$ cat config.mk
export PLATFORM = sky130hd
export DESIGN_NAME = lbf_round
export DESIGN_NICKNAME = d
export VERILOG_FILES = /design/src/rtl/lbf_pkg.sv /design/src/rtl/lbf_round.sv
export SDC_FILE = /design/constraint.sdc
export NUM_CORES = 1
export LEC_CHECK = 0
export ABC_AREA = 1
export BUFFER_PORTS_ARGS = -buffer_cell sky130_fd_sc_hd__buf_4
export CAP_MARGIN = 20
export CORE_MARGIN = 2
export CORE_UTILIZATION = 28
export DETAILED_ROUTE_END_ITERATION = 8
export RECOVER_POWER = 25
export SYNTH_ARGS = -nofsm -noshare
export SYNTH_HDL_FRONTEND = slang
export SYNTH_SLANG_ARGS = --single-unit
$ cat constraint.sdc
create_clock -name clk -period 0.8 [get_ports clk]
set_input_delay 0.16 -clock clk [delete_from_list [all_inputs] [get_ports clk]]
set_output_delay 0.16 -clock clk [all_outputs]
set_load 0.05 [all_outputs]
$ cat src/rtl/lbf_pkg.sv
// Shared types, sizes and Bernstein weight tables for the link Bezier flattener.
// Depends on nothing; every other file of the block imports it.
`default_nettype none

package lbf_pkg;

    // Samples per link, clamped to the supported range of 2..64.
    localparam int SEGMENT_POINTS = 16;
    localparam int SEG_POINTS = (SEGMENT_POINTS < 2) ? 2 :
                                ((SEGMENT_POINTS > 64) ? 64 : SEGMENT_POINTS);
    localparam int SEG_N      = SEG_POINTS - 1;
    localparam longint DEN    = longint'(SEG_N) * SEG_N * SEG_N;
    localparam int IDX_W      = $clog2(SEG_POINTS);

    localparam int COORD_W = 24;
    localparam int FACT_W  = 9;
    localparam int PIDX_W  = 6;
    localparam int SUM_W   = COORD_W + 1;   // start/end plus shift
    localparam int DX_W    = COORD_W;       // |end_x - start_x|
    localparam int WT_W    = 18;            // summed weights, up to 65536 + rounding
    localparam int WS_W    = 17;            // single weight, 0..65536
    localparam int KP_W    = WS_W + FACT_W; // weight times factor
    localparam int KX_W    = KP_W + 1;      // signed difference of two such products
    localparam int PR_W    = WT_W + 1 + SUM_W;  // weight times coordinate
    localparam int PS_W    = PR_W + 1;          // sum of two such products
    localparam int DK_W    = DX_W + 1 + KX_W;   // dx times weighted factor difference
    localparam int ACC_W   = 54;                // Q.24 accumulator
    localparam int RND_W   = ACC_W - 16;        // after dropping 16 fraction bits

    localparam int COORD_MAX = 8388607;
    localparam int COORD_MIN = -8388608;

    // Table selectors
    localparam int WSEL_HEAD = 0;   // w1 + w2, weight on P0
    localparam int WSEL_TAIL = 1;   // w3 + w4, weight on P3
    localparam int WSEL_W2   = 2;
    localparam int WSEL_W3   = 3;

    typedef logic [WT_W-1:0] wtab_t [SEG_POINTS];

    // round(num * 65536 / DEN), ties upward
    function automatic longint bweight(input longint num);
        return (num * 131072 + DEN) / (2 * DEN);
    endfunction

    function automatic wtab_t build_wtab(input int sel);
        wtab_t  tab;
        longint t;
        longint u;
        longint w;
        for (int i = 0; i < SEG_POINTS; i++) begin
            t = i;
            u = SEG_N - i;
            case (sel)
                WSEL_HEAD: w = bweight(u * u * u) + bweight(3 * u * u * t);
                WSEL_TAIL: w = bweight(3 * u * t * t) + bweight(t * t * t);
                WSEL_W2:   w = bweight(3 * u * u * t);
                default:   w = bweight(3 * u * t * t);
            endcase
            tab[i] = WT_W'(w);
        end
        return tab;
    endfunction

    localparam wtab_t W_HEAD_TAB = build_wtab(WSEL_HEAD);
    localparam wtab_t W_TAIL_TAB = build_wtab(WSEL_TAIL);
    localparam wtab_t W2_TAB     = build_wtab(WSEL_W2);
    localparam wtab_t W3_TAB     = build_wtab(WSEL_W3);

    typedef struct packed {
        logic signed [COORD_W-1:0] start_x;
        logic signed [COORD_W-1:0] start_y;
        logic signed [COORD_W-1:0] end_x;
        logic signed [COORD_W-1:0] end_y;
        logic signed [COORD_W-1:0] shift_x;
        logic signed [COORD_W-1:0] shift_y;
        logic        [FACT_W-1:0]  start_reach;
        logic        [FACT_W-1:0]  end_reach;
    } lbf_link_t;

    typedef struct packed {
        logic signed [COORD_W-1:0] point_x;
        logic signed [COORD_W-1:0] point_y;
        logic        [PIDX_W-1:0]  point_index;
        logic                      last_point;
    } lbf_point_t;

    // One sample issued by the sequencer
    typedef struct packed {
        logic                      valid;
        logic        [IDX_W-1:0]   idx;
        logic                      last;
        logic signed [SUM_W-1:0]   s0x;
        logic signed [SUM_W-1:0]   s0y;
        logic signed [SUM_W-1:0]   s3x;
        logic signed [SUM_W-1:0]   s3y;
        logic        [DX_W-1:0]    dx;
        logic        [FACT_W-1:0]  fa;
        logic        [FACT_W-1:0]  fb;
        logic        [WT_W-1:0]    w_head;
        logic        [WT_W-1:0]    w_tail;
        logic        [WS_W-1:0]    w2;
        logic        [WS_W-1:0]    w3;
    } lbf_issue_t;

    // Full-precision weighted sums, Q.24
    typedef struct packed {
        logic                      valid;
        logic        [IDX_W-1:0]   idx;
        logic                      last;
        logic signed [ACC_W-1:0]   acc_x;
        logic signed [ACC_W-1:0]   acc_y;
    } lbf_acc_t;

endpackage

`default_nettype wire

$ cat src/rtl/lbf_round.sv
// Output stage: round Q.24 sums to Q.8, saturate and register the result strobe.
// Depends on lbf_pkg for the accumulator and point types.
`default_nettype none

module lbf_round (
    input  wire logic              clk,
    input  wire logic              rst_n,
    input  wire lbf_pkg::lbf_acc_t acc,
    output logic                   point_strobe,
    output lbf_pkg::lbf_point_t    point
);
    import lbf_pkg::*;

    localparam logic signed [RND_W-1:0] SAT_HI = RND_W'(COORD_MAX);
    localparam logic signed [RND_W-1:0] SAT_LO = RND_W'(COORD_MIN);
    localparam logic signed [ACC_W-1:0] HALF   = ACC_W'(32768);

    logic                      strobe_reg;
    lbf_point_t                point_reg, point_next;
    logic signed [ACC_W-1:0]   biased_x, biased_y;
    logic signed [RND_W-1:0]   rx, ry;

    function automatic logic signed [COORD_W-1:0] sat(input logic signed [RND_W-1:0] v);
        if (v > SAT_HI)
            return COORD_W'(SAT_HI);
        else if (v < SAT_LO)
            return COORD_W'(SAT_LO);
        else
            return v[COORD_W-1:0];
    endfunction

    // Ties round toward +infinity: add a half, then floor.
    assign biased_x = acc.acc_x + HALF;
    assign biased_y = acc.acc_y + HALF;
    assign rx       = biased_x[ACC_W-1:16];
    assign ry       = biased_y[ACC_W-1:16];

    always_comb
    begin
        point_next.point_x     = sat(rx);
        point_next.point_y     = sat(ry);
        point_next.point_index = PIDX_W'(acc.idx);
        point_next.last_point  = acc.last;
    end

    always_ff @(posedge clk or negedge rst_n)
    begin
        if (!rst_n)
            strobe_reg <= 1'b0;
        else
            strobe_reg <= acc.valid;
    end

    always_ff @(posedge clk)
    begin
        point_reg <= point_next;
    end

    assign point_strobe = strobe_reg;
    assign point        = point_reg;

endmodule

`default_nettype wire

# Word level (Yosys, flattened, before mapping)
# Cells that the tools add are included.
[op_classes]
add_sub_neg = 2
n_lt_le_gt_ge = 4
mux = 2
[op_table]
columns = ["operator", "n"]
rows = [
  ["54-bit by 17-bit adder with 54-bit output (second input constant)", 2],
  ["38-bit by 24-bit > comparator with 1-bit output (second input constant)", 2],
  ["38-bit by 24-bit < comparator with 1-bit output (second input constant)", 2],
  ["24-bit 2-to-1 mux", 2],
]
[word_totals]
word_cells = 13
ff_bits = 54

# Longest topological paths before layout
[logic_depth]
ltp_word = 3
depth_mapped = 17

# Worst setup path before layout
# OpenSTA, ideal clock, no wires.
[synth_path]
path_kind = "input to register"
from = "input acc[15] (netlist bit)"
to = "register point_reg (netlist bit point[16])"
setup_slack_ns = -0.971
arrival_ns = 1.714
setup_time_ns = 0.057
path_stages = 12
n_path_buf = 1
cell_sequence = "ha_1 > nand2_1 > nor2_4 > nand3_1 > nor3_1 > nand3_1 > xor2_1 > clkinv_1 > nand2_4 > buf_12 > nand2_2 > nand2_2"
[synth_between]
elab_chain_len = 3
elab_cells_between_ends = 4
cone_classes = "1 x add/sub; 2 x order compare; 1 x mux"
[synth_lines]
columns = ["element", "line", "text"]
rows = [
  ["start, declared", "lbf_round.sv:8", "input wire lbf_pkg::lbf_acc_t acc,"],
  ["54-bit by 17-bit adder with 54-bit output (*)", "lbf_round.sv:34", "assign biased_y = acc.acc_y + HALF;"],
  ["38-bit by 24-bit < comparator with 1-bit output", "lbf_round.sv:26", "else if (v < SAT_LO)"],
  ["24-bit 2-to-1 mux", "lbf_round.sv:26", ""],
  ["end signal, assigned", "lbf_round.sv:56", "point_reg <= point_next;"],
  ["end, declared", "lbf_round.sv:19", "lbf_point_t point_reg, point_next;"],
]
# Every way passes the cells marked *; elsewhere a longest branch is shown, timed or not.
# A chain may end at the register's enable or synchronous reset.

# Worst setup path after layout
[layout_path]
from = "input acc[69] (netlist bit)"
to = "register point_reg (netlist bit point[35])"
[layout_between]
elab_chain_len = 3
elab_cells_between_ends = 4
cone_classes = "1 x add/sub; 2 x order compare; 1 x mux"
[layout_lines]
columns = ["element", "line", "text"]
rows = [
  ["54-bit by 17-bit adder with 54-bit output (*)", "lbf_round.sv:33", "assign biased_x = acc.acc_x + HALF;"],
  ["38-bit by 24-bit < comparator with 1-bit output", "lbf_round.sv:26", ""],
  ["24-bit 2-to-1 mux", "lbf_round.sv:26", ""],
]
# Marked as above.

==> summary.md <==
| Metric | Value |
|---|---|
| Flop pwr share | 35.1% |
| GP Congestion | 0.937 |
| RSZ-0062 raised after global routing | true |
| Pwr dens | 1090 nW/um^2 |
| CTS Buf Count | 5 |
| Die ar. | 15,600 um^2 |
| Status | finished, violations left |
| Final setup violation count | 102 |
| Post-synthesis cell area | 4100 um^2 |
| Most used cell, CP | nand2_2 |
| YS warnings | 0 |
| Worst setup path category | primary input to flip-flop |
| Routed Antenna Nets | 0 |
| VDD IR max | 0.873 mV |
| Post-route setup slack | -914 ps |
| Fin Setup TNS | -48,930 ps |
| Initial core utilization | 28.4% |
| Switch Pwr | 0.00297 W |
| Drt pass-1 iters | 7 |
| Pin count of the biggest net entering global routing | 24 |
| Crit. End Element | flip-flop |
| Area Growth Syn to Fin | 93.1% |
| Grt total ovfl | 0 |
| Total global-route track usage | 18.8% |
| Clk sinks | 54 |
| Part of the power in the clock network | 26.8% |
| Hold Crit Start | acc[35] |
| CP Data Required Time | 1050 ps |
| H-Tree Level Count | 2 |
| Layout cell share with drive strength beyond 1 | 54.2% |
| Initial DRC Count | 204 |
| Final period utilization | 214% |
| Detail Placement HPWL | 11.9 mm |
| Largest fanout on the critical path | 7 |
| Maximum clock rate | 583 MHz |
| Final WL | 15.4 mm |
| Vias | 5,153 |
| Gate power share | 38.1% |
| N_diodes | 0 |
| Crit path largest cell delay | 180 ps |
| Worst-path clk slew | 70 ps |
| Commonest non-fill, non-tap cell in the layout | buf_4 |
| Drt drc | 0 |
| Post-synthesis sequential area ratio | 26.5% |
| Slew Viols, Final | 0 |
| CP Launch Point | acc[69] |
| Final Critical Period | 1710 ps |
| Non-Filler Instances | 1,178 |
| Core Box Area | 14,400 um^2 |
| Failing checks | negative setup slack |
| FF+latch count, synth | 54 |
| Syn Inst Count | 669 |
| Row cnt | 44 |
| Worst hold path class | primary input to flip-flop |
| NumNets Final | 1,111 |
| Startpoint types | primary input |
| Net Sw Frac | 34.4% |
| Global-route wire length before repair | 24.1 mm |
| Vias per cell | 4.37 |
| Max Cap Viol | 0 |
| Pre-CTS setup slack | -1190 ps |
| Final hold violations | 0 |
| Worst hold slack | 151 ps |
| Synth unique cells | 24 |
| Largest register FFs | 53 |
| Dpl cells | 1,133 |
| Cell Int Power | 0.00566 W |
| Most frequent cells in the layout | buf_4 (236), nand2_1 (220), nor2_1 (87) |
| Die H | 125 um |
| # IOs | 172 |
| Clock Path Buffers | 2 |
| Vias in the first global route | 4,991 |
| Pleak | 3.81 nW |
| Arrival time at the worst endpoint | 1960 ps |
| CP bufs+invs | 4 |
| Die X | 125 um |
| Antenna violations before repair | 0 |
| Root Driver | clkbuf_16 |
| Cell family with most CP delay | simple AND/OR/NAND/NOR gates |
| Syn Area/Cell | 6.13 um^2 |
| Slowest CP cell | clkbuf_16 |
| Post-DR wirelength/cell | 13.0 um |
| TritonCTS clock tree | done |
| Cell Chain, Critical Path | buf_8, ha_4, nand2_4, nor2_4, nand2_2, nor2_4, buf_6, nand3b_1, nand2_2, nand2_1, inv_1, nand2_1, nor2_1, nand2_1, nand2_4, clkbuf_16, nand2_2, nand2_2 |
| Port bufs | 139 |
==> final timing paths <==
path / endpoint / slack [ps] / cells past startpoint
hold / removal: point[26] / 150 / 4
setup / recovery: point[35] / -910 / 18
max in group asynchronous: point_strobe / 540 / 2
min in group asynchronous: point_strobe / 180 / 2
==> kinds of logic (layout without fill, tap and decap cells) <==
family	after synthesis	count (layout)	synth area share, %
xor+xnor	47	47	10.0
fa+ha+maj	2	2	0.610
buf+inv	59	383	7.29
flops	54	54	26.5
other cells	1	2	0.0915
simple gates	506	506	55.5
==> Yosys cell counts, drive strengths merged <==
cell    count  area (um^2)
xor2       25          219
dfxtp      53         1060
dfrtp       1         25.0
xnor2      22          193
and2        2         12.5
conb        1         3.75
nor3        8         40.0
clkinv      1         3.75
nand2     318         1330
nand4       9         56.3
inv        48          180
nor2      130          593
ha          2         25.0
buf        10          115
nor4        1         6.26
nand3      20          100
nand3b     18          135
==> what timing repair did <==
action | in CTS | in global routing
gates cloned | 1 | 3
pin swaps | 19 | 22
setup buffers | 17 | 15
gates resized for setup | 181 | 87
endpoints found under the hold margin | 7 | 0
hold buffers | 7 | 0
setup endpoints to repair | 102 | 102
==> power groups by stage <==
stage                     sequential, W  combinational, W  clock, W
after global placement          0.00300           0.00274         0
after global routing            0.00305           0.00349   0.00248
after detailed placement        0.00300           0.00277         0
after floorplan                 0.00362          0.000792         0
after CTS                       0.00302           0.00310   0.00240
final                           0.00303           0.00328   0.00232
==> area by class of cell <==
class	count	area (um^2)
clock inverters	3	28.8
inverters	49	188
multi-input cells	557	3160
fillers	1359	6510
well taps	184	230
clock buffers	5	125
flip-flops and latches	54	1150
repair buffers	326	3030
==> routing by layer <==
metal | share of wire, % | GRT usage, % | vias to the layer above
met2 | 51 | 33.4 | 130
met5 | 0 | 0 | -
met4 | 1.9 | 5.56 | 0
met1 | 43 | 23.9 | 2320
met3 | 4.0 | 2.31 | 21
li1 | - | - | 2682
==> through the flow <==
stage               instance area [um^2]  total power [W]  utilization [%]
floorplan                           4220          0.00441                -
global placement                    6570          0.00575             45.6
detailed placement                  6570          0.00577             45.6
CTS                                 7510          0.00852             52.0
global route                        7920          0.00902             54.9
finish                              7920          0.00863             54.9
Power figures use the tool's default switching activity.
