===== src/rtl/lbf_pkg.sv =====
// Shared types, sizes and Bernstein weight tables for the link Bezier flattener.
// Depends on nothing; every other file of the block imports it.
`default_nettype none

package lbf_pkg;

    // Samples per link, clamped to the supported range of 2..64.
    localparam int SEGMENT_POINTS = 16;
    localparam int SEG_POINTS = (SEGMENT_POINTS < 2) ? 2 :
                                ((SEGMENT_POINTS > 64) ? 64 : SEGMENT_POINTS);
    localparam int SEG_N      = SEG_POINTS - 1;
    localparam longint DEN    = longint'(SEG_N) * SEG_N * SEG_N;
    localparam int IDX_W      = $clog2(SEG_POINTS);

    localparam int COORD_W = 24;
    localparam int FACT_W  = 9;
    localparam int PIDX_W  = 6;
    localparam int SUM_W   = COORD_W + 1;   // start/end plus shift
    localparam int DX_W    = COORD_W;       // |end_x - start_x|
    localparam int WT_W    = 18;            // summed weights, up to 65536 + rounding
    localparam int WS_W    = 17;            // single weight, 0..65536
    localparam int KP_W    = WS_W + FACT_W; // weight times factor
    localparam int KX_W    = KP_W + 1;      // signed difference of two such products
    localparam int PR_W    = WT_W + 1 + SUM_W;  // weight times coordinate
    localparam int PS_W    = PR_W + 1;          // sum of two such products
    localparam int DK_W    = DX_W + 1 + KX_W;   // dx times weighted factor difference
    localparam int ACC_W   = 54;                // Q.24 accumulator
    localparam int RND_W   = ACC_W - 16;        // after dropping 16 fraction bits

    localparam int COORD_MAX = 8388607;
    localparam int COORD_MIN = -8388608;

    // Table selectors
    localparam int WSEL_HEAD = 0;   // w1 + w2, weight on P0
    localparam int WSEL_TAIL = 1;   // w3 + w4, weight on P3
    localparam int WSEL_W2   = 2;
    localparam int WSEL_W3   = 3;

    typedef logic [WT_W-1:0] wtab_t [SEG_POINTS];

    // round(num * 65536 / DEN), ties upward
    function automatic longint bweight(input longint num);
        return (num * 131072 + DEN) / (2 * DEN);
    endfunction

    function automatic wtab_t build_wtab(input int sel);
        wtab_t  tab;
        longint t;
        longint u;
        longint w;
        for (int i = 0; i < SEG_POINTS; i++) begin
            t = i;
            u = SEG_N - i;
            case (sel)
                WSEL_HEAD: w = bweight(u * u * u) + bweight(3 * u * u * t);
                WSEL_TAIL: w = bweight(3 * u * t * t) + bweight(t * t * t);
                WSEL_W2:   w = bweight(3 * u * u * t);
                default:   w = bweight(3 * u * t * t);
            endcase
            tab[i] = WT_W'(w);
        end
        return tab;
    endfunction

    localparam wtab_t W_HEAD_TAB = build_wtab(WSEL_HEAD);
    localparam wtab_t W_TAIL_TAB = build_wtab(WSEL_TAIL);
    localparam wtab_t W2_TAB     = build_wtab(WSEL_W2);
    localparam wtab_t W3_TAB     = build_wtab(WSEL_W3);

    typedef struct packed {
        logic signed [COORD_W-1:0] start_x;
        logic signed [COORD_W-1:0] start_y;
        logic signed [COORD_W-1:0] end_x;
        logic signed [COORD_W-1:0] end_y;
        logic signed [COORD_W-1:0] shift_x;
        logic signed [COORD_W-1:0] shift_y;
        logic        [FACT_W-1:0]  start_reach;
        logic        [FACT_W-1:0]  end_reach;
    } lbf_link_t;

    typedef struct packed {
        logic signed [COORD_W-1:0] point_x;
        logic signed [COORD_W-1:0] point_y;
        logic        [PIDX_W-1:0]  point_index;
        logic                      last_point;
    } lbf_point_t;

    // One sample issued by the sequencer
    typedef struct packed {
        logic                      valid;
        logic        [IDX_W-1:0]   idx;
        logic                      last;
        logic signed [SUM_W-1:0]   s0x;
        logic signed [SUM_W-1:0]   s0y;
        logic signed [SUM_W-1:0]   s3x;
        logic signed [SUM_W-1:0]   s3y;
        logic        [DX_W-1:0]    dx;
        logic        [FACT_W-1:0]  fa;
        logic        [FACT_W-1:0]  fb;
        logic        [WT_W-1:0]    w_head;
        logic        [WT_W-1:0]    w_tail;
        logic        [WS_W-1:0]    w2;
        logic        [WS_W-1:0]    w3;
    } lbf_issue_t;

    // Full-precision weighted sums, Q.24
    typedef struct packed {
        logic                      valid;
        logic        [IDX_W-1:0]   idx;
        logic                      last;
        logic signed [ACC_W-1:0]   acc_x;
        logic signed [ACC_W-1:0]   acc_y;
    } lbf_acc_t;

endpackage

`default_nettype wire


===== src/rtl/lbf_seq.sv =====
// Link sequencer: takes a request, holds its control data and issues one sample a cycle.
// Depends on lbf_pkg for the link type, issue type and weight tables.
`default_nettype none

module lbf_seq (
    input  wire logic               clk,
    input  wire logic               rst_n,
    input  wire logic               start,
    input  wire lbf_pkg::lbf_link_t link,
    output logic                    busy,
    output lbf_pkg::lbf_issue_t     issue
);
    import lbf_pkg::*;

    localparam logic [IDX_W-1:0] LAST_IDX = IDX_W'(SEG_POINTS - 1);

    logic                    active_reg, active_next;
    logic [IDX_W-1:0]        idx_reg, idx_next;
    logic signed [SUM_W-1:0] s0x_reg, s0y_reg, s3x_reg, s3y_reg;
    logic [DX_W-1:0]         dx_reg;
    logic [FACT_W-1:0]       fa_reg, fb_reg;
    logic                    at_last;
    logic                    accept;
    logic signed [SUM_W-1:0] diff;
    logic signed [SUM_W-1:0] diff_abs;

    logic                    issue_valid_reg;
    lbf_issue_t              issue_data_reg, issue_data_next;

    assign at_last = (idx_reg == LAST_IDX);
    // Free during the last sample so the next link follows without a gap.
    assign busy    = active_reg && !at_last;
    assign accept  = start && !busy;

    assign diff     = SUM_W'(link.end_x) - SUM_W'(link.start_x);
    assign diff_abs = diff[SUM_W-1] ? -diff : diff;

    always_comb
    begin
        active_next = active_reg;
        idx_next    = idx_reg;
        if (accept)
        begin
            active_next = 1'b1;
            idx_next    = '0;
        end
        else if (active_reg)
        begin
            if (at_last)
                active_next = 1'b0;
            else
                idx_next = idx_reg + 1'b1;
        end
    end

    always_ff @(posedge clk or negedge rst_n)
    begin
        if (!rst_n)
        begin
            active_reg <= 1'b0;
            idx_reg    <= '0;
        end
        else
        begin
            active_reg <= active_next;
            idx_reg    <= idx_next;
        end
    end

    // Link payload, loaded on accept
    always_ff @(posedge clk)
    begin
        if (accept)
        begin
            s0x_reg <= SUM_W'(link.start_x) + SUM_W'(link.shift_x);
            s0y_reg <= SUM_W'(link.start_y) + SUM_W'(link.shift_y);
            s3x_reg <= SUM_W'(link.end_x) + SUM_W'(link.shift_x);
            s3y_reg <= SUM_W'(link.end_y) + SUM_W'(link.shift_y);
            dx_reg  <= diff_abs[DX_W-1:0];
            fa_reg  <= link.start_reach;
            fb_reg  <= link.end_reach;
        end
    end

    always_comb
    begin
        issue_data_next.valid  = 1'b1;
        issue_data_next.idx    = idx_reg;
        issue_data_next.last   = at_last;
        issue_data_next.s0x    = s0x_reg;
        issue_data_next.s0y    = s0y_reg;
        issue_data_next.s3x    = s3x_reg;
        issue_data_next.s3y    = s3y_reg;
        issue_data_next.dx     = dx_reg;
        issue_data_next.fa     = fa_reg;
        issue_data_next.fb     = fb_reg;
        issue_data_next.w_head = W_HEAD_TAB[idx_reg];
        issue_data_next.w_tail = W_TAIL_TAB[idx_reg];
        issue_data_next.w2     = W2_TAB[idx_reg][WS_W-1:0];
        issue_data_next.w3     = W3_TAB[idx_reg][WS_W-1:0];
    end

    always_ff @(posedge clk or negedge rst_n)
    begin
        if (!rst_n)
            issue_valid_reg <= 1'b0;
        else
            issue_valid_reg <= active_reg;
    end

    always_ff @(posedge clk)
    begin
        issue_data_reg <= issue_data_next;
    end

    always_comb
    begin
        issue       = issue_data_reg;
        issue.valid = issue_valid_reg;
    end

endmodule

`default_nettype wire


===== config.mk =====
export PLATFORM = sky130hd
export DESIGN_NAME = lbf_seq
export DESIGN_NICKNAME = d
export VERILOG_FILES = /design/src/rtl/lbf_pkg.sv /design/src/rtl/lbf_seq.sv
export SDC_FILE = /design/constraint.sdc
export NUM_CORES = 1
export LEC_CHECK = 0
export BUFFER_PORTS_ARGS = -buffer_cell sky130_fd_sc_hd__buf_2
export CORE_ASPECT_RATIO = 2
export CORE_UTILIZATION = 45
export CTS_CLUSTER_SIZE = 16
export DETAILED_ROUTE_END_ITERATION = 6
export HOLD_SLACK_MARGIN = 0.06
export PLACE_DENSITY = 0.8
export SYNTH_ARGS = -nofsm -noshare
export SYNTH_HDL_FRONTEND = slang
export SYNTH_SLANG_ARGS = --single-unit

===== constraint.sdc =====
create_clock -name clk -period 5.7 [get_ports clk]
set_input_delay 1.14 -clock clk [delete_from_list [all_inputs] [get_ports clk]]
set_output_delay 1.14 -clock clk [all_outputs]
set_load 0.005 [all_outputs]

Word-level counts from Yosys, hierarchy flattened
Memory sizes are Yosys's and may differ from the RTL's. A register that Yosys moved wholly into a read port is not among the register bits.
Index checks and enable logic that the tools add are counted.
{"block": "word_totals", "n_memories": 4, "romBits": 1152, "inputBits": 165, "ff_bits": 295, "word_cells": 46}
{"name": "(name not given)", "depth": 16, "width": 18, "read_ports": 1, "rd_ports_with_merged_regs": 1, "wr": 0, "line": "lbf_seq.sv:100", "rtl": "issue_data_next.w3 = W3_TAB[idx_reg][WS_W-1:0];"}
{"name": "(name not given)", "depth": 16, "width": 18, "read_ports": 1, "rd_ports_with_merged_regs": 1, "wr": 0, "line": "lbf_seq.sv:99", "rtl": "issue_data_next.w2 = W2_TAB[idx_reg][WS_W-1:0];"}
{"name": "(name not given)", "depth": 16, "width": 18, "read_ports": 1, "rd_ports_with_merged_regs": 1, "wr": 0, "line": "lbf_seq.sv:98", "rtl": "issue_data_next.w_tail = W_TAIL_TAB[idx_reg];"}
{"name": "(name not given)", "depth": 16, "width": 18, "read_ports": 1, "rd_ports_with_merged_regs": 1, "wr": 0, "line": "lbf_seq.sv:97", "rtl": "issue_data_next.w_head = W_HEAD_TAB[idx_reg];"}
{"block": "classes", "muxes": 7, "eq_ne": 2, "bitwise": 1, "n_addsub": 7, "n_reduce_logical": 6}
{"operator": "24-bit by 24-bit adder with 25-bit output", "count": 4}
{"operator": "24-bit by 24-bit subtractor with 25-bit output", "count": 1}
{"operator": "24-bit 2-to-1 mux", "count": 1}
{"operator": "24-bit negation", "count": 1}
{"operator": "4-bit 2-to-1 mux", "count": 3}
{"operator": "4-bit NOT with 5-bit output", "count": 1}
{"operator": "4-bit by 1-bit adder with 4-bit output, second input constant", "count": 1}
{"operator": "4-bit equality test, second input constant", "count": 1}
{"operator": "1-bit 2-to-1 mux", "count": 3}
{"operator": "1-bit logical AND", "count": 2}
{"operator": "1-bit logical NOT", "count": 2}
{"operator": "2-bit by 1-bit != test with 1-bit output, second input constant", "count": 1}
{"operator": "2-bit AND reduction", "count": 1}
{"operator": "2-bit nonzero test", "count": 1}

Depth between registers and ports, before layout
{"block": "depth", "ltp_word": 7, "mapped_depth": 15}

Worst setup path after synthesis
OpenSTA, ideal clock, no wires.
{"block": "synth_path", "kind": "input to register", "from": "input start", "to": "register dx_reg[0] (enable)", "setup_time_ns": 0.518, "stages": 1, "slack_ns": 0.797, "arrival_ns": 4.385, "t_required_ns": 5.182, "path_cell_list": "and2_1"}
{"block": "synth_between", "elab_chain_len": 1}
{"element": "start: declaration", "line": "lbf_seq.sv:8", "rtl": "input wire logic start,"}
{"element": "1-bit logical AND", "line": "lbf_seq.sv:33", "rtl": "assign accept = start && !busy;"}
{"element": "end signal: assignment", "line": "lbf_seq.sv:79", "rtl": "dx_reg <= diff_abs[DX_W-1:0];"}
{"element": "end: declaration", "line": "lbf_seq.sv:20", "rtl": "logic [DX_W-1:0] dx_reg;"}
No other way between the ends.
A chain may end at the register's enable or synchronous reset.

Worst setup path in the final report
{"block": "layout_path", "from": "input link[90] (netlist name)", "to": "register dx_reg[22], data pin"}
{"block": "layout_between", "elab_chain_len": 3}
{"element": "start: declaration", "line": "lbf_seq.sv:9", "rtl": "input wire lbf_pkg::lbf_link_t link,"}
{"element": "24-bit by 24-bit subtractor with 25-bit output (*)", "line": "lbf_seq.sv:35", "rtl": "assign diff = SUM_W'(link.end_x) - SUM_W'(link.start_x);"}
{"element": "24-bit negation", "line": "lbf_seq.sv:36", "rtl": "assign diff_abs = diff[SUM_W-1] ? -diff : diff;"}
{"element": "24-bit 2-to-1 mux (*)", "line": "lbf_seq.sv:36"}
{"element": "named net diff_abs[22]", "line": "lbf_seq.sv:25", "rtl": "logic signed [SUM_W-1:0] diff_abs;"}
The timed path passes the listed nets; every way through them passes the cells marked *.

==> run_results.csv <==
group,metric,value,unit
worst_setup_path,crit_type,"primary input to flip-flop",
place,port_buffers,377,
grt,grt_usage,23.34,%
drt,vias,12050,
synth,synth_edf_count,142,
synth,synthMuxAreaShare,0.5332,%
drt,via_per_inst,5.359,
worst_setup_path,crit_path_max_fanout,5,
drt,drc,0,
place,place_congestion,1.026,
place,dpl.hpwl,33680,um
sta,rsz0062_at_grt,"no",
synth,synth_compound_area_share,15.02,%
sta,tightest_slew,1179,ps
worst_setup_path,r2r_cells,5,
finish,layout.cells.most_common_list,"377 x buf_2, 207 x dfxtp_1, 142 x edfxtp_1, 130 x ha_1, 101 x xnor2_1",
worst_setup_path,path_common_cell,"inv_1",
job,maxCapViolations,0,
synth,yosys.area_share.simple,8.842,%
worst_setup_path,worstPathCellList,"buf_2 > inv_1 > ha_1 > inv_1 > fa_1 > a21o_1 > a221oi_4 > o21ai_2 > a31oi_4 > a21oi_1 > xor2_1 > nor3_1 > nand3_1 > o41ai_1 > xnor2_1",
sta,period_minus_slack,4090,ps
drt,wirelength,42450,um
grt,grt_max_degree,84,
die,fp.dieW,134.2,um
synth,synthArstFlopShare,1.690,%
synth,synthAdderAreaFrac,10.98,%
worst_setup_path,worstSetupStartpoint,"link[90]",
synth,synth_ff_type,"dfxtp_1",
grt,overflow,0,
worst_hold_path,hp-class,"flip-flop to flip-flop",
cts,clockBufferDepth,3,
synth,ys_top_cells_by_area,"edfxtp_1 27%, dfxtp_1 26%, ha_1 10%, xnor2_1 5.6%, a21oi_1 3.0%",
sta,clock_skew,10.38,ps
die,die-area,0.03573,mm2
sta,timing.final.crit_share,71.76,%
finish,final_common_cell,"buf_2",
sta,slew_headroom,21.38,%
grt,grt_pass1_vias,12310,
grt,grt_pass1_wl,63310,um
worst_hold_path,hold_depth,0,
worst_setup_path,cp.arrival,4410,ps
pwr,powerDensity,409.3,mW/mm2
sta,holdWs,335.3,ps
cts,clkSinkCount,355,
pwr,worst_ir_drop_vdd,0.0003336,V
pwr,leakage,8.444,nW
outcome,status,"finished, final reports clean",
synth,syn_inst,1387,
cts,cts_resized,0,
sta,finalHoldViolations,0,
drt,drt-pass1-iter-count,6,
worst_setup_path,cpMaxStageDelayCell,"o41ai_1",
finish,areaGrowthSynthToFinish,21.79,%
synth,synth_xor_area_share,7.067,%
sta,finalSetupTns,0,ps
die,start_util,45.76,%
cts,h-tree-depth,1,
worst_hold_path,min_from,"s0y_reg[2]",
cts,cts.clk_slew.worst_paths,70,ps
grt,antenna_found_initial,21,
cts,cts_tree,"built",
synth,yosysWarnings,0,
drt,detail-route-antenna-nets,0,
drt,drt_iter0_drc,458,
worst_setup_path,required,6020,ps
worst_setup_path,r2r_start,"idx_reg[1]",
synth,ys_ff_latch,355,
die,fp-row-count,96,
die,core_area,0.03435,mm2
synth,yosys.area.top_type,"edfxtp_1",
worst_setup_path,cpPeakStageDelay,480,ps
cts,clk_latency,590,ps
sta,report.final.slew_viol_count,0,
worst_setup_path,start_kind,"primary input",
die,io-pin-count,384,
drt,detail_route.wl_per_cell,18.88,um
synth,netlist_area,0.01572,mm2
worst_setup_path,critPathCaptureType,"flip-flop",
synth,synth.avg_cell_area,11.33,um2
cts,hold_buffers,0,
synth,synth_cell_types,78,
cts,cts_root_buf,"clkbuf_16",
finish,drive_above_1_share,25.96,%
finish,fin_nets,2074,
finish,largest_reg_flops,207,
cts,cts_buffers,31,
synth,synth_top_family_by_area,"compound AO/OA/AOI/OAI gates",
synth,synth_top_area_share,27.12,%
die,fp.dieH,266.3,um
sta,fmax,244.5,MHz
sta,finalSetupViolations,0,
synth,yosysSeqAreaShare,54.44,%
cts,cts_setup_buffers,0,
## worst paths after layout
| kind | to | slack (ps) |
|---|---|---|
| max in group asynchronous | idx_reg[2] | 5150 |
| min in group asynchronous | idx_reg[3] | 380 |
| max | dx_reg[22] | 1610 |
| max reg2reg | s3x_reg[7] | 2410 |
| min reg2reg | issue[164] | 340 |
| min | issue[164] | 340 |
## logic make-up (layout without fill, tap and decap cells)
kind of cell | count (synthesis) | count (layout)
AOI/OAI and AO/OA | 356 | 356
xor gates and xnor gates | 126 | 126
adders and majority gates | 135 | 135
buffers and inverters | 118 | 525
DFF | 355 | 355
muxes | 8 | 8
other | 1 | 15
and+or+nand+nor | 288 | 288
## power breakdown
part	internal (mW)	leakage, nW	switching (mW)	total (mW)
Sequential	3.19	3.09	0.135	3.33
Clock	1.18	0.526	0.958	2.14
Combinational	0.935	4.82	1.44	2.37
## per-stage QoR
| stage | cells | setup slack [ps] | utilization, % | area (um2) | power [mW] |
|---|---|---|---|---|---|
| 6_report | 2249 | 1610 | 55.74 | 19150 | 7.836 |
| 5_1_grt | 2247 | 1414 | 55.72 | 19140 | 8.235 |
| 4_1_cts | 2239 | 1649 | 55.63 | 19110 | 7.866 |
| 3_5_place_dp | 2181 | 1044 | 52.60 | 18070 | 5.715 |
| 3_3_place_gp | 2181 | 1047 | 52.60 | 18070 | 5.649 |
| 2_1_floorplan | 1392 | 796.7 | - | 15740 | 4.863 |
## critical path: cells and delay by family
| family | cells | cell delay [ps] |
|---|---|---|
| compound gates | 6 | 1640 |
| fa+ha+maj | 2 | 560 |
| simple gates | 2 | 560 |
| xor+xnor | 2 | 300 |
| buf+inv | 3 | 210 |
## routing by layer
layer | part of all wire (%) | track usage, % | up-vias
li1 | - | - | 5768
met3 | 7.2 | 5.974 | 152
met1 | 30 | 19.81 | 5604
met2 | 56 | 46.45 | 502
met5 | 0.33 | 0 | -
met4 | 6.2 | 14.64 | 26
## synth_stat cells, types with 4 or more instances
| cell type | n |
|---|---|
| dfxtp_1 | 207 |
| edfxtp_1 | 142 |
| ha_1 | 130 |
| xnor2_1 | 101 |
| a21oi_1 | 95 |
| nor2_1 | 89 |
| inv_1 | 81 |
| o21ai_0 | 72 |
| nand2_1 | 64 |
| a21o_1 | 38 |
| nor3_1 | 26 |
| xor2_1 | 24 |
| nand3_1 | 23 |
| nor2b_1 | 20 |
| o31ai_1 | 20 |
| a31oi_1 | 17 |
| o21bai_1 | 17 |
| nand2b_1 | 16 |
| clkbuf_1 | 15 |
| o21a_1 | 14 |
| o211ai_1 | 12 |
| a211oi_1 | 11 |
| buf_4 | 11 |
| and3_1 | 10 |
| a21boi_0 | 8 |
| buf_1 | 8 |
| and2_1 | 6 |
| dfrtp_1 | 6 |
| nor4_1 | 6 |
| o22ai_1 | 6 |
| a211o_1 | 5 |
| fa_1 | 5 |
| mux2i_1 | 5 |
| nand4_1 | 5 |
| or3_1 | 5 |
| a31o_2 | 4 |
## final cells by class
type                            instances  area, um2
Antenna cell                            9      22.52
Clock buffer                           41      907.1
Clock inverter                         17      136.4
Fill cell                            2965      15210
Inverter                               82      307.8
Multi-Input combinational cell        919       6698
Sequential cell                       355       8559
Tap cell                              441      551.8
Timing Repair Buffer                  385       1964
(Power assumes the default switching activity.)
